==> config.mk <==
export PLATFORM = sky130hd
export DESIGN_NAME = key_debounce_press_classifier_core
export DESIGN_NICKNAME = d
export VERILOG_FILES = /design/src/sv/kdpc_pkg.sv /design/src/sv/kdpc_lane.sv /design/src/sv/kdpc_merge.sv /design/src/sv/key_debounce_press_classifier_core.sv
export SDC_FILE = /design/constraint.sdc
export NUM_CORES = 2
export LEC_CHECK = 0
export BUFFER_PORTS_ARGS = -buffer_cell sky130_fd_sc_hd__buf_2
export CAP_MARGIN = 20
export CORE_MARGIN = 4
export CORE_UTILIZATION = 55
export CTS_BUF_LIST = sky130_fd_sc_hd__clkbuf_8
export CTS_CLUSTER_SIZE = 8
export DETAILED_ROUTE_END_ITERATION = 7
export PLACE_DENSITY = 0.84
export SLEW_MARGIN = 20
export SYNTH_ARGS = -nofsm -noshare
export SYNTH_HDL_FRONTEND = slang
export SYNTH_SLANG_ARGS = --single-unit
==> constraint.sdc <==
create_clock -name clk -period 11.8 [get_ports clk]
set_input_delay 1.77 -clock clk [delete_from_list [all_inputs] [get_ports clk]]
set_output_delay 1.77 -clock clk [all_outputs]
set_load 0.01 [all_outputs]
==> src/sv/kdpc_pkg.sv <==
package kdpc_pkg;

  localparam int PINS = 8;

  localparam int LEVEL_W     = 8;
  localparam int KEY_W       = 3;
  localparam int KIND_W      = 3;
  localparam int SEQ_W       = 32;
  localparam int LIMIT_W     = 8;
  localparam int PERIOD_W    = 16;
  localparam int COUNT_W     = 8;
  localparam int CFG_ADDR_W  = 2;
  localparam int CFG_DATA_W  = 16;
  localparam int PRESS_CNT_W = 4;
  localparam int IN_TDATA_W  = 8;
  localparam int OUT_TDATA_W = 40;

  localparam logic [CFG_ADDR_W-1:0] CFG_LIMIT  = 2'd0;
  localparam logic [CFG_ADDR_W-1:0] CFG_PERIOD = 2'd1;
  localparam logic [CFG_ADDR_W-1:0] CFG_LONG   = 2'd2;
  localparam logic [CFG_ADDR_W-1:0] CFG_INVERT = 2'd3;

  localparam logic [LIMIT_W-1:0]  LIMIT_RST  = 8'd4;
  localparam logic [PERIOD_W-1:0] PERIOD_RST = 16'd40;
  localparam logic [COUNT_W-1:0]  LONG_RST   = 8'd5;
  localparam logic [LEVEL_W-1:0]  INVERT_RST = 8'd0;

  typedef enum logic [KIND_W-1:0] {
    EV_PRESS   = 3'd0,
    EV_RELEASE = 3'd1,
    EV_SHORT   = 3'd2,
    EV_LONG    = 3'd3,
    EV_REPEAT  = 3'd4
  } ev_kind_t;

  typedef struct packed {
    logic [LIMIT_W-1:0]  limit;
    logic [PERIOD_W-1:0] period;
    logic [COUNT_W-1:0]  long_cnt;
  } lane_cfg_t;

  // Events one lane found on a tick: an optional first event and an optional Release.
  typedef struct packed {
    logic             pend0;
    ev_kind_t         kind0;
    logic             pend1;
    logic [SEQ_W-1:0] seq;
  } lane_ev_t;

endpackage

==> src/sv/kdpc_lane.sv <==
module kdpc_lane (
  input  logic                        clk,
  input  logic                        rst_n,
  input  logic                        en,
  input  logic                        level,
  input  kdpc_pkg::lane_cfg_t         cfg,
  input  logic [kdpc_pkg::SEQ_W-1:0]  seq_in,
  output logic                        press,
  output kdpc_pkg::lane_ev_t          ev
);

  logic [kdpc_pkg::LIMIT_W-1:0]  integ_r, integ_nxt;
  logic                          stable_r, stable_nxt;
  logic [kdpc_pkg::PERIOD_W-1:0] ticks_r, ticks_nxt;
  logic                          running_r, running_nxt;
  logic [kdpc_pkg::COUNT_W-1:0]  fc_r, fc_nxt;
  logic [kdpc_pkg::SEQ_W-1:0]    kseq_r, kseq_nxt;

  logic                          at_end;
  logic                          change;
  logic [kdpc_pkg::PERIOD_W:0]   tick_inc;
  logic                          fires;
  logic [kdpc_pkg::COUNT_W-1:0]  fc_inc;

  // The press flag feeds the sequence numbering, so it depends on the pin and lane state, not on seq_in.
  always_comb begin
    integ_nxt = integ_r;
    if (level) begin
      if (integ_r < cfg.limit) integ_nxt = integ_r + 8'd1;
    end else if (integ_r != '0) begin
      integ_nxt = integ_r - 8'd1;
    end

    at_end = !((integ_nxt != '0) && (integ_nxt < cfg.limit));
    change = at_end && (stable_r != level);
    press  = change && level;
  end

  always_comb begin
    tick_inc = {1'b0, ticks_r} + 17'd1;
    // A period of zero compares like a period of one: every tick fires.
    fires    = tick_inc >= {1'b0, cfg.period};
    fc_inc   = fc_r + 8'd1;

    stable_nxt  = stable_r;
    ticks_nxt   = ticks_r;
    running_nxt = running_r;
    fc_nxt      = fc_r;
    kseq_nxt    = kseq_r;
    ev.pend0    = 1'b0;
    ev.kind0    = kdpc_pkg::EV_PRESS;
    ev.pend1    = 1'b0;

    if (change) begin
      stable_nxt = level;
      ticks_nxt  = '0;
      if (level) begin
        kseq_nxt    = seq_in;
        running_nxt = 1'b1;
        ev.pend0    = 1'b1;
        ev.kind0    = kdpc_pkg::EV_PRESS;
      end else begin
        running_nxt = 1'b0;
        fc_nxt      = '0;
        ev.pend0    = fc_r < cfg.long_cnt;
        ev.kind0    = kdpc_pkg::EV_SHORT;
        ev.pend1    = 1'b1;
      end
    end else if (running_r) begin
      if (fires) begin
        ticks_nxt = '0;
        if (fc_r < cfg.long_cnt) begin
          fc_nxt   = fc_inc;
          ev.pend0 = fc_inc == cfg.long_cnt;
          ev.kind0 = kdpc_pkg::EV_LONG;
        end else begin
          ev.pend0 = 1'b1;
          ev.kind0 = kdpc_pkg::EV_REPEAT;
        end
      end else begin
        ticks_nxt = tick_inc[kdpc_pkg::PERIOD_W-1:0];
      end
    end
    ev.seq = kseq_nxt;
  end

  always_ff @(posedge clk) begin
    if (!rst_n) begin
      integ_r   <= '0;
      stable_r  <= 1'b0;
      ticks_r   <= '0;
      running_r <= 1'b0;
      fc_r      <= '0;
      kseq_r    <= '0;
    end else if (en) begin
      integ_r   <= integ_nxt;
      stable_r  <= stable_nxt;
      ticks_r   <= ticks_nxt;
      running_r <= running_nxt;
      fc_r      <= fc_nxt;
      kseq_r    <= kseq_nxt;
    end
  end

endmodule

==> src/sv/kdpc_merge.sv <==
module kdpc_merge (
  input  logic                              clk,
  input  logic                              rst_n,
  input  logic                              load,
  input  kdpc_pkg::lane_ev_t                lane_ev [kdpc_pkg::PINS],
  output logic                              busy,
  output logic                              out_tvalid,
  input  logic                              out_tready,
  output logic [kdpc_pkg::OUT_TDATA_W-1:0]  out_tdata,
  output logic                              out_tlast
);

  logic [kdpc_pkg::PINS-1:0]  pend0_r, pend0_nxt, pend0_clr;
  logic [kdpc_pkg::PINS-1:0]  pend1_r, pend1_nxt, pend1_clr;
  kdpc_pkg::ev_kind_t         kind0_r [kdpc_pkg::PINS];
  logic [kdpc_pkg::SEQ_W-1:0] seq_r   [kdpc_pkg::PINS];

  logic                              found;
  logic                              take;
  logic [kdpc_pkg::KEY_W-1:0]        idx_sel;
  kdpc_pkg::ev_kind_t                kind_sel;
  logic [kdpc_pkg::SEQ_W-1:0]        seq_sel;
  logic                              last_sel;
  logic                              ovalid_r, ovalid_nxt;
  logic [kdpc_pkg::OUT_TDATA_W-1:0]  odata_r;
  logic                              olast_r;

  // Lowest pin first; within a pin the first event goes before its Release.
  always_comb begin
    found     = 1'b0;
    idx_sel   = '0;
    kind_sel  = kdpc_pkg::EV_RELEASE;
    seq_sel   = '0;
    pend0_clr = pend0_r;
    pend1_clr = pend1_r;
    for (int i = 0; i < kdpc_pkg::PINS; i++) begin
      if (!found && (pend0_r[i] || pend1_r[i])) begin
        found   = 1'b1;
        idx_sel = 3'(i);
        seq_sel = seq_r[i];
        if (pend0_r[i]) begin
          kind_sel     = kind0_r[i];
          pend0_clr[i] = 1'b0;
        end else begin
          kind_sel     = kdpc_pkg::EV_RELEASE;
          pend1_clr[i] = 1'b0;
        end
      end
    end
    last_sel = (pend0_clr == '0) && (pend1_clr == '0);
    take     = found && (!ovalid_r || out_tready);

    pend0_nxt = take ? pend0_clr : pend0_r;
    pend1_nxt = take ? pend1_clr : pend1_r;
    if (load) begin
      for (int i = 0; i < kdpc_pkg::PINS; i++) begin
        pend0_nxt[i] = lane_ev[i].pend0;
        pend1_nxt[i] = lane_ev[i].pend1;
      end
    end

    if (take) begin
      ovalid_nxt = 1'b1;
    end else if (out_tready) begin
      ovalid_nxt = 1'b0;
    end else begin
      ovalid_nxt = ovalid_r;
    end
  end

  assign busy = found;

  always_ff @(posedge clk) begin
    if (!rst_n) begin
      pend0_r  <= '0;
      pend1_r  <= '0;
      ovalid_r <= 1'b0;
    end else begin
      pend0_r  <= pend0_nxt;
      pend1_r  <= pend1_nxt;
      ovalid_r <= ovalid_nxt;
    end
  end

  always_ff @(posedge clk) begin
    if (load) begin
      for (int i = 0; i < kdpc_pkg::PINS; i++) begin
        kind0_r[i] <= lane_ev[i].kind0;
        seq_r[i]   <= lane_ev[i].seq;
      end
    end
    if (take) begin
      odata_r <= {2'b00, seq_sel, kind_sel, idx_sel};
      olast_r <= last_sel;
    end
  end

  assign out_tvalid = ovalid_r;
  assign out_tdata  = odata_r;
  assign out_tlast  = olast_r;

endmodule

==> src/sv/key_debounce_press_classifier_core.sv <==
// Key debounce and press classifier.
// Input stream: one transfer per tick; in_tdata bit i is the raw level of key pin i.
// Output stream: one transfer per key event (press, release, short, long, repeat);
// out_tlast marks the final event caused by a tick.
// Configuration: cfg_wr_en with cfg_addr 0 debounce limit, 1 press period,
// 2 long press count, 3 invert mask; write only while the block is idle.
// Each pin has its own lane with integrator, press timer and firing count, all
// updated in the cycle a tick is accepted. The lanes' events sit in a pending
// buffer that a merge stage drains in pin order, one event per cycle while the
// output accepts, into an output register.
// The first event of a tick passes the pending buffer and then the output register.
// A tick with events holds the pending buffer until its last event is drained, and no
// new tick is taken meanwhile (a tick has up to sixteen events); ticks
// without events are taken every cycle. The output register holds the last event
// of a tick while the next tick is already taken.
// A stalled receiver holds the output register and, once the buffer still holds
// events, in_tready stays low. Reset restores the default configuration, marks
// every key released with its integrator and timer cleared, and empties the output.
module key_debounce_press_classifier_core (
  input  logic                               clk,
  input  logic                               rst_n,
  input  logic                               in_tvalid,
  output logic                               in_tready,
  input  logic [kdpc_pkg::IN_TDATA_W-1:0]    in_tdata,   // [7:0] pin_levels
  output logic                               out_tvalid,
  input  logic                               out_tready,
  output logic [kdpc_pkg::OUT_TDATA_W-1:0]   out_tdata,  // [2:0] key_index, [5:3] event_kind,
                                                         // [37:6] sequence_res, [39:38] zero
  output logic                               out_tlast,  // last_of_tick
  input  logic                               cfg_wr_en,
  input  logic [kdpc_pkg::CFG_ADDR_W-1:0]    cfg_addr,
  input  logic [kdpc_pkg::CFG_DATA_W-1:0]    cfg_wdata
);

  logic [kdpc_pkg::LIMIT_W-1:0]  limit_r;
  logic [kdpc_pkg::PERIOD_W-1:0] period_r;
  logic [kdpc_pkg::COUNT_W-1:0]  long_r;
  logic [kdpc_pkg::LEVEL_W-1:0]  invert_r;
  logic [kdpc_pkg::SEQ_W-1:0]    gseq_r, gseq_nxt;

  kdpc_pkg::lane_cfg_t           lane_cfg;
  logic [kdpc_pkg::LEVEL_W-1:0]  levels;
  logic                          in_fire;
  logic                          busy;
  logic [kdpc_pkg::PINS-1:0]     press;
  logic [kdpc_pkg::SEQ_W-1:0]    lane_seq [kdpc_pkg::PINS];
  kdpc_pkg::lane_ev_t            lane_ev  [kdpc_pkg::PINS];
  logic [kdpc_pkg::PRESS_CNT_W-1:0] press_cnt;

  always_ff @(posedge clk) begin
    if (!rst_n) begin
      limit_r  <= kdpc_pkg::LIMIT_RST;
      period_r <= kdpc_pkg::PERIOD_RST;
      long_r   <= kdpc_pkg::LONG_RST;
      invert_r <= kdpc_pkg::INVERT_RST;
    end else if (cfg_wr_en) begin
      unique case (cfg_addr)
        kdpc_pkg::CFG_LIMIT:  limit_r  <= cfg_wdata[kdpc_pkg::LIMIT_W-1:0];
        kdpc_pkg::CFG_PERIOD: period_r <= cfg_wdata[kdpc_pkg::PERIOD_W-1:0];
        kdpc_pkg::CFG_LONG:   long_r   <= cfg_wdata[kdpc_pkg::COUNT_W-1:0];
        kdpc_pkg::CFG_INVERT: invert_r <= cfg_wdata[kdpc_pkg::LEVEL_W-1:0];
        default: ;
      endcase
    end
  end

  assign lane_cfg.limit    = limit_r;
  assign lane_cfg.period   = period_r;
  assign lane_cfg.long_cnt = long_r;

  assign in_tready = !busy;
  assign in_fire   = in_tvalid && in_tready;
  assign levels    = in_tdata ^ invert_r;

  // Presses in lower pins of the same tick take the earlier sequence numbers.
  always_comb begin
    press_cnt = '0;
    for (int i = 0; i < kdpc_pkg::PINS; i++) begin
      lane_seq[i] = gseq_r + 32'(press_cnt) + 32'd1;
      if (press[i]) press_cnt = press_cnt + 4'd1;
    end
    gseq_nxt = gseq_r + 32'(press_cnt);
  end

  always_ff @(posedge clk) begin
    if (!rst_n) begin
      gseq_r <= '0;
    end else if (in_fire) begin
      gseq_r <= gseq_nxt;
    end
  end

  for (genvar g = 0; g < kdpc_pkg::PINS; g++) begin : g_lane
    kdpc_lane u_lane (
      .clk    (clk),
      .rst_n  (rst_n),
      .en     (in_fire),
      .level  (levels[g]),
      .cfg    (lane_cfg),
      .seq_in (lane_seq[g]),
      .press  (press[g]),
      .ev     (lane_ev[g])
    );
  end

  kdpc_merge u_merge (
    .clk        (clk),
    .rst_n      (rst_n),
    .load       (in_fire),
    .lane_ev    (lane_ev),
    .busy       (busy),
    .out_tvalid (out_tvalid),
    .out_tready (out_tready),
    .out_tdata  (out_tdata),
    .out_tlast  (out_tlast)
  );

endmodule

==> results.toml <==
[cts]
clk_pin_slew_worst_paths_ns = 0.06
numCtsBuffers = 156
cts_resized = 0
cts_tree = "yes"
clock-sinks = 928
cts-root-buf = "clkbuf_8"
cts_hold_buf = 0
clk_latency_ns = 0.88
clock_tree.buffer_depth = 3
htreeDepth = 4
post-cts-setup-buffers = 0

[die]
core_area_um2 = 102000
chipWidth_um = 330
fp-row-count = 117
io_pins = 74
start_util_pct = 55.6
die_area_um2 = 109000
die_h_um = 330

[logic_synthesis]
ys.flop_type = "dfxtp_1"
ys_async_sr_fraction_pct = 0
synth_top_area_cell = "dfxtp_1"
yosysMostFrequentCell = "nand2_1"
ys_warn_count = 0
yosysSeqAreaShare_pct = 38.3
synth_edf_count = 319
synth_commonest_cells = "956 x nand2_1, 609 x dfxtp_1, 583 x a21oi_1"
synth_cell_types = 105
syn_avg_cell_area_um2 = 8.61
synth_area_um2 = 56900
synth_area_leaders = "dfxtp_1 21%, edfxtp_1 17%, ha_1 8.3%"
synth-seq-cells = 928
yosysTopAreaCellShare_pct = 21.4
synthCells = 6604

[placement]
gp_congestion = 0.941
dp_hpwl_um = 111000
io_buffers = 71

[sta]
hold_violations = 0
worst_slew_pin_slew_ns = 1.19
report.final.slew_viol_count = 0
period_share_pct = 90.9
fin_setup_tns_ns = 0
min_period_ns = 10.73
fmax_ghz = 0.0932
rsz0062_at_grt = "no"
setup_viol = 0
clock_skew_ns = 0.0404
relSlewSlack_pct = 20.2

[final_layout]
syn2layout_area_growth_pct = 8.16
drive_above_1_share_pct = 9.24
nets = 6961
fillCellCount = 8475

[critical_path]
cp_slowest_cell = "or4b_2"
cp.arrival_ns = 11.50
cp_max_fo = 9
cpPeakStageDelay_ns = 0.66
crit_required_ns = 12.57
critPathCaptureType = "register"
r2r_cells = 45
crit_path_start_kind = "register"
critical_path_class = "reg2reg"
crit_path_frequent_cell = "a21o_1"

[drt]
via_per_inst = 6.38
wl_per_cell_um = 21.0
first_pass_iters = 8
via_count = 51400
drc_errors = 0
wl_um = 169000
dr.first_iter.drc_count = 6052
ant_nets = 0

[global_routing]
grt_pass1_vias = 49100
antenna_found_initial = 2
track_usage_pct = 30.2
grt_first_pass_wirelength_um = 263000
grt_overflow_total = 0
grt_max_degree = 159

[min_path]
hold_depth = 2
hold_class = "reg2reg"

[job]
drv_cap = 0

[outcome]
status = "finished, final reports clean"
-- layout make-up --
cell class                 instances  area (um^2)  area share, %
timing repair buffer             172         1140           1.86
inverter                         150          578          0.940
tap                             1368         1710           2.78
clock inverter                   109          638           1.04
multi-input combinational       5139        33200           53.9
antenna                            2         5.00        0.00814
sequential                       928        21800           35.4
clock buffer                     181         2490           4.05
-- worst paths after layout --
| path | to | slack [ns] | start |
|---|---|---|---|
| hold / removal | g_lane[2].u_lane.kseq_r[1] | 0.45 | g_lane[2].u_lane.kseq_r[1] |
| setup reg to reg | g_lane[7].u_lane.kseq_r[23] | 1.07 | g_lane[0].u_lane.integ_r[1] |
| setup / recovery | g_lane[7].u_lane.kseq_r[23] | 1.07 | g_lane[0].u_lane.integ_r[1] |
| hold reg to reg | g_lane[2].u_lane.kseq_r[1] | 0.45 | g_lane[2].u_lane.kseq_r[1] |
-- cell families (layout without fill, tap and decap cells) --
group | Yosys count | in the layout | share of synthesized area (%)
simple gates | 2482 | 2482 | 20.5
compound gates | 1576 | 1576 | 17.5
flops | 928 | 928 | 38.3
buf+inv | 539 | 612 | 3.65
xor+xnor | 495 | 495 | 7.72
fa+ha+maj | 387 | 387 | 8.58
mux | 196 | 196 | 3.73
other cells | 1 | 5 | 0.00660
-- through the flow --
step	utilization [%]	cells	instance area, um^2	setup slack, ns	hold slack (ns)
finish	60.2	8049	61500	1.07	0.453
global route	60.2	8048	61500	0.513	0.471
CTS	60.2	8047	61500	1.17	0.455
detailed placement	57.1	7757	58300	0.658	0.446
global placement	57.1	7756	58300	0.987	0.439
floorplan	-	6606	56900	0.268	0.432
-- registers in the layout, indices dropped and copies added, names as in the netlist --
| signal | cells |
|---|---|
| u_merge.out_tlast | 1 |
| u_merge.seq_r | 256 |
| u_merge.pend0_r | 8 |
| g_lane.u_lane.fc_r | 64 |
| period_r | 16 |
| u_merge.pend1_r | 8 |
| limit_r | 8 |
| g_lane.u_lane.running_r | 8 |
| g_lane.u_lane.ticks_r | 128 |
| g_lane.u_lane.kseq_r | 256 |
| u_merge.out_tdata | 38 |
| g_lane.u_lane.integ_r | 64 |
| invert_r | 8 |
| long_r | 8 |
| u_merge.out_tvalid | 1 |
| gseq_r | 32 |
| u_merge.kind0_r | 24 |
-- placed cells by master (no fill, tap or decap), drive strengths merged, types with 22 or more instances in the layout --
cell type / netlist / final
nand2: 956 / 956
dfxtp: 609 / 609
a21oi: 585 / 585
nor2: 566 / 566
ha: 377 / 377
o21ai: 344 / 344
edfxtp: 319 / 319
xnor2: 288 / 288
inv: 149 / 232
nand3: 212 / 212
xor2: 205 / 205
clkbuf: 327 / 181
buf: 62 / 172
mux2: 129 / 129
nor3: 125 / 125
and3: 100 / 100
or3: 90 / 90
o21a: 79 / 79
a211oi: 69 / 69
a21o: 68 / 68
mux2i: 67 / 67
a31oi: 65 / 65
nand2b: 58 / 58
nand4: 55 / 55
nor2b: 55 / 55
nand3b: 54 / 54
and2: 54 / 54
a22oi: 46 / 46
nor4: 40 / 40
o211ai: 35 / 35
o211a: 33 / 33
a222oi: 32 / 32
a221oi: 23 / 23
clkinv: 1 / 22
-- worst max-delay path, delay by kind of cell, from the launching register on --
kind | cells | cell delay (ns)
and+or+nand+nor | 13 | 3.41
DFF | 1 | 0.41
AOI/OAI and AO/OA | 20 | 4.26
xor gates and xnor gates | 2 | 0.25
muxes | 3 | 0.70
buffers and inverters | 2 | 0.33
adders and majority gates | 5 | 1.32
-- metal layers --
layer,share of wire [%],vias up,GRT usage (%),wire length (um)
met5,0,-,0,0
met4,5.5,0,16.5,9230
met3,11,609,6.14,18600
met2,44,2837,47.5,74700
met1,39,24400,39.0,66300
li1,-,23600,-,-
Power is not shown: default switching activity piles up to over one toggle a cycle in this logic, so the estimate is an artifact.
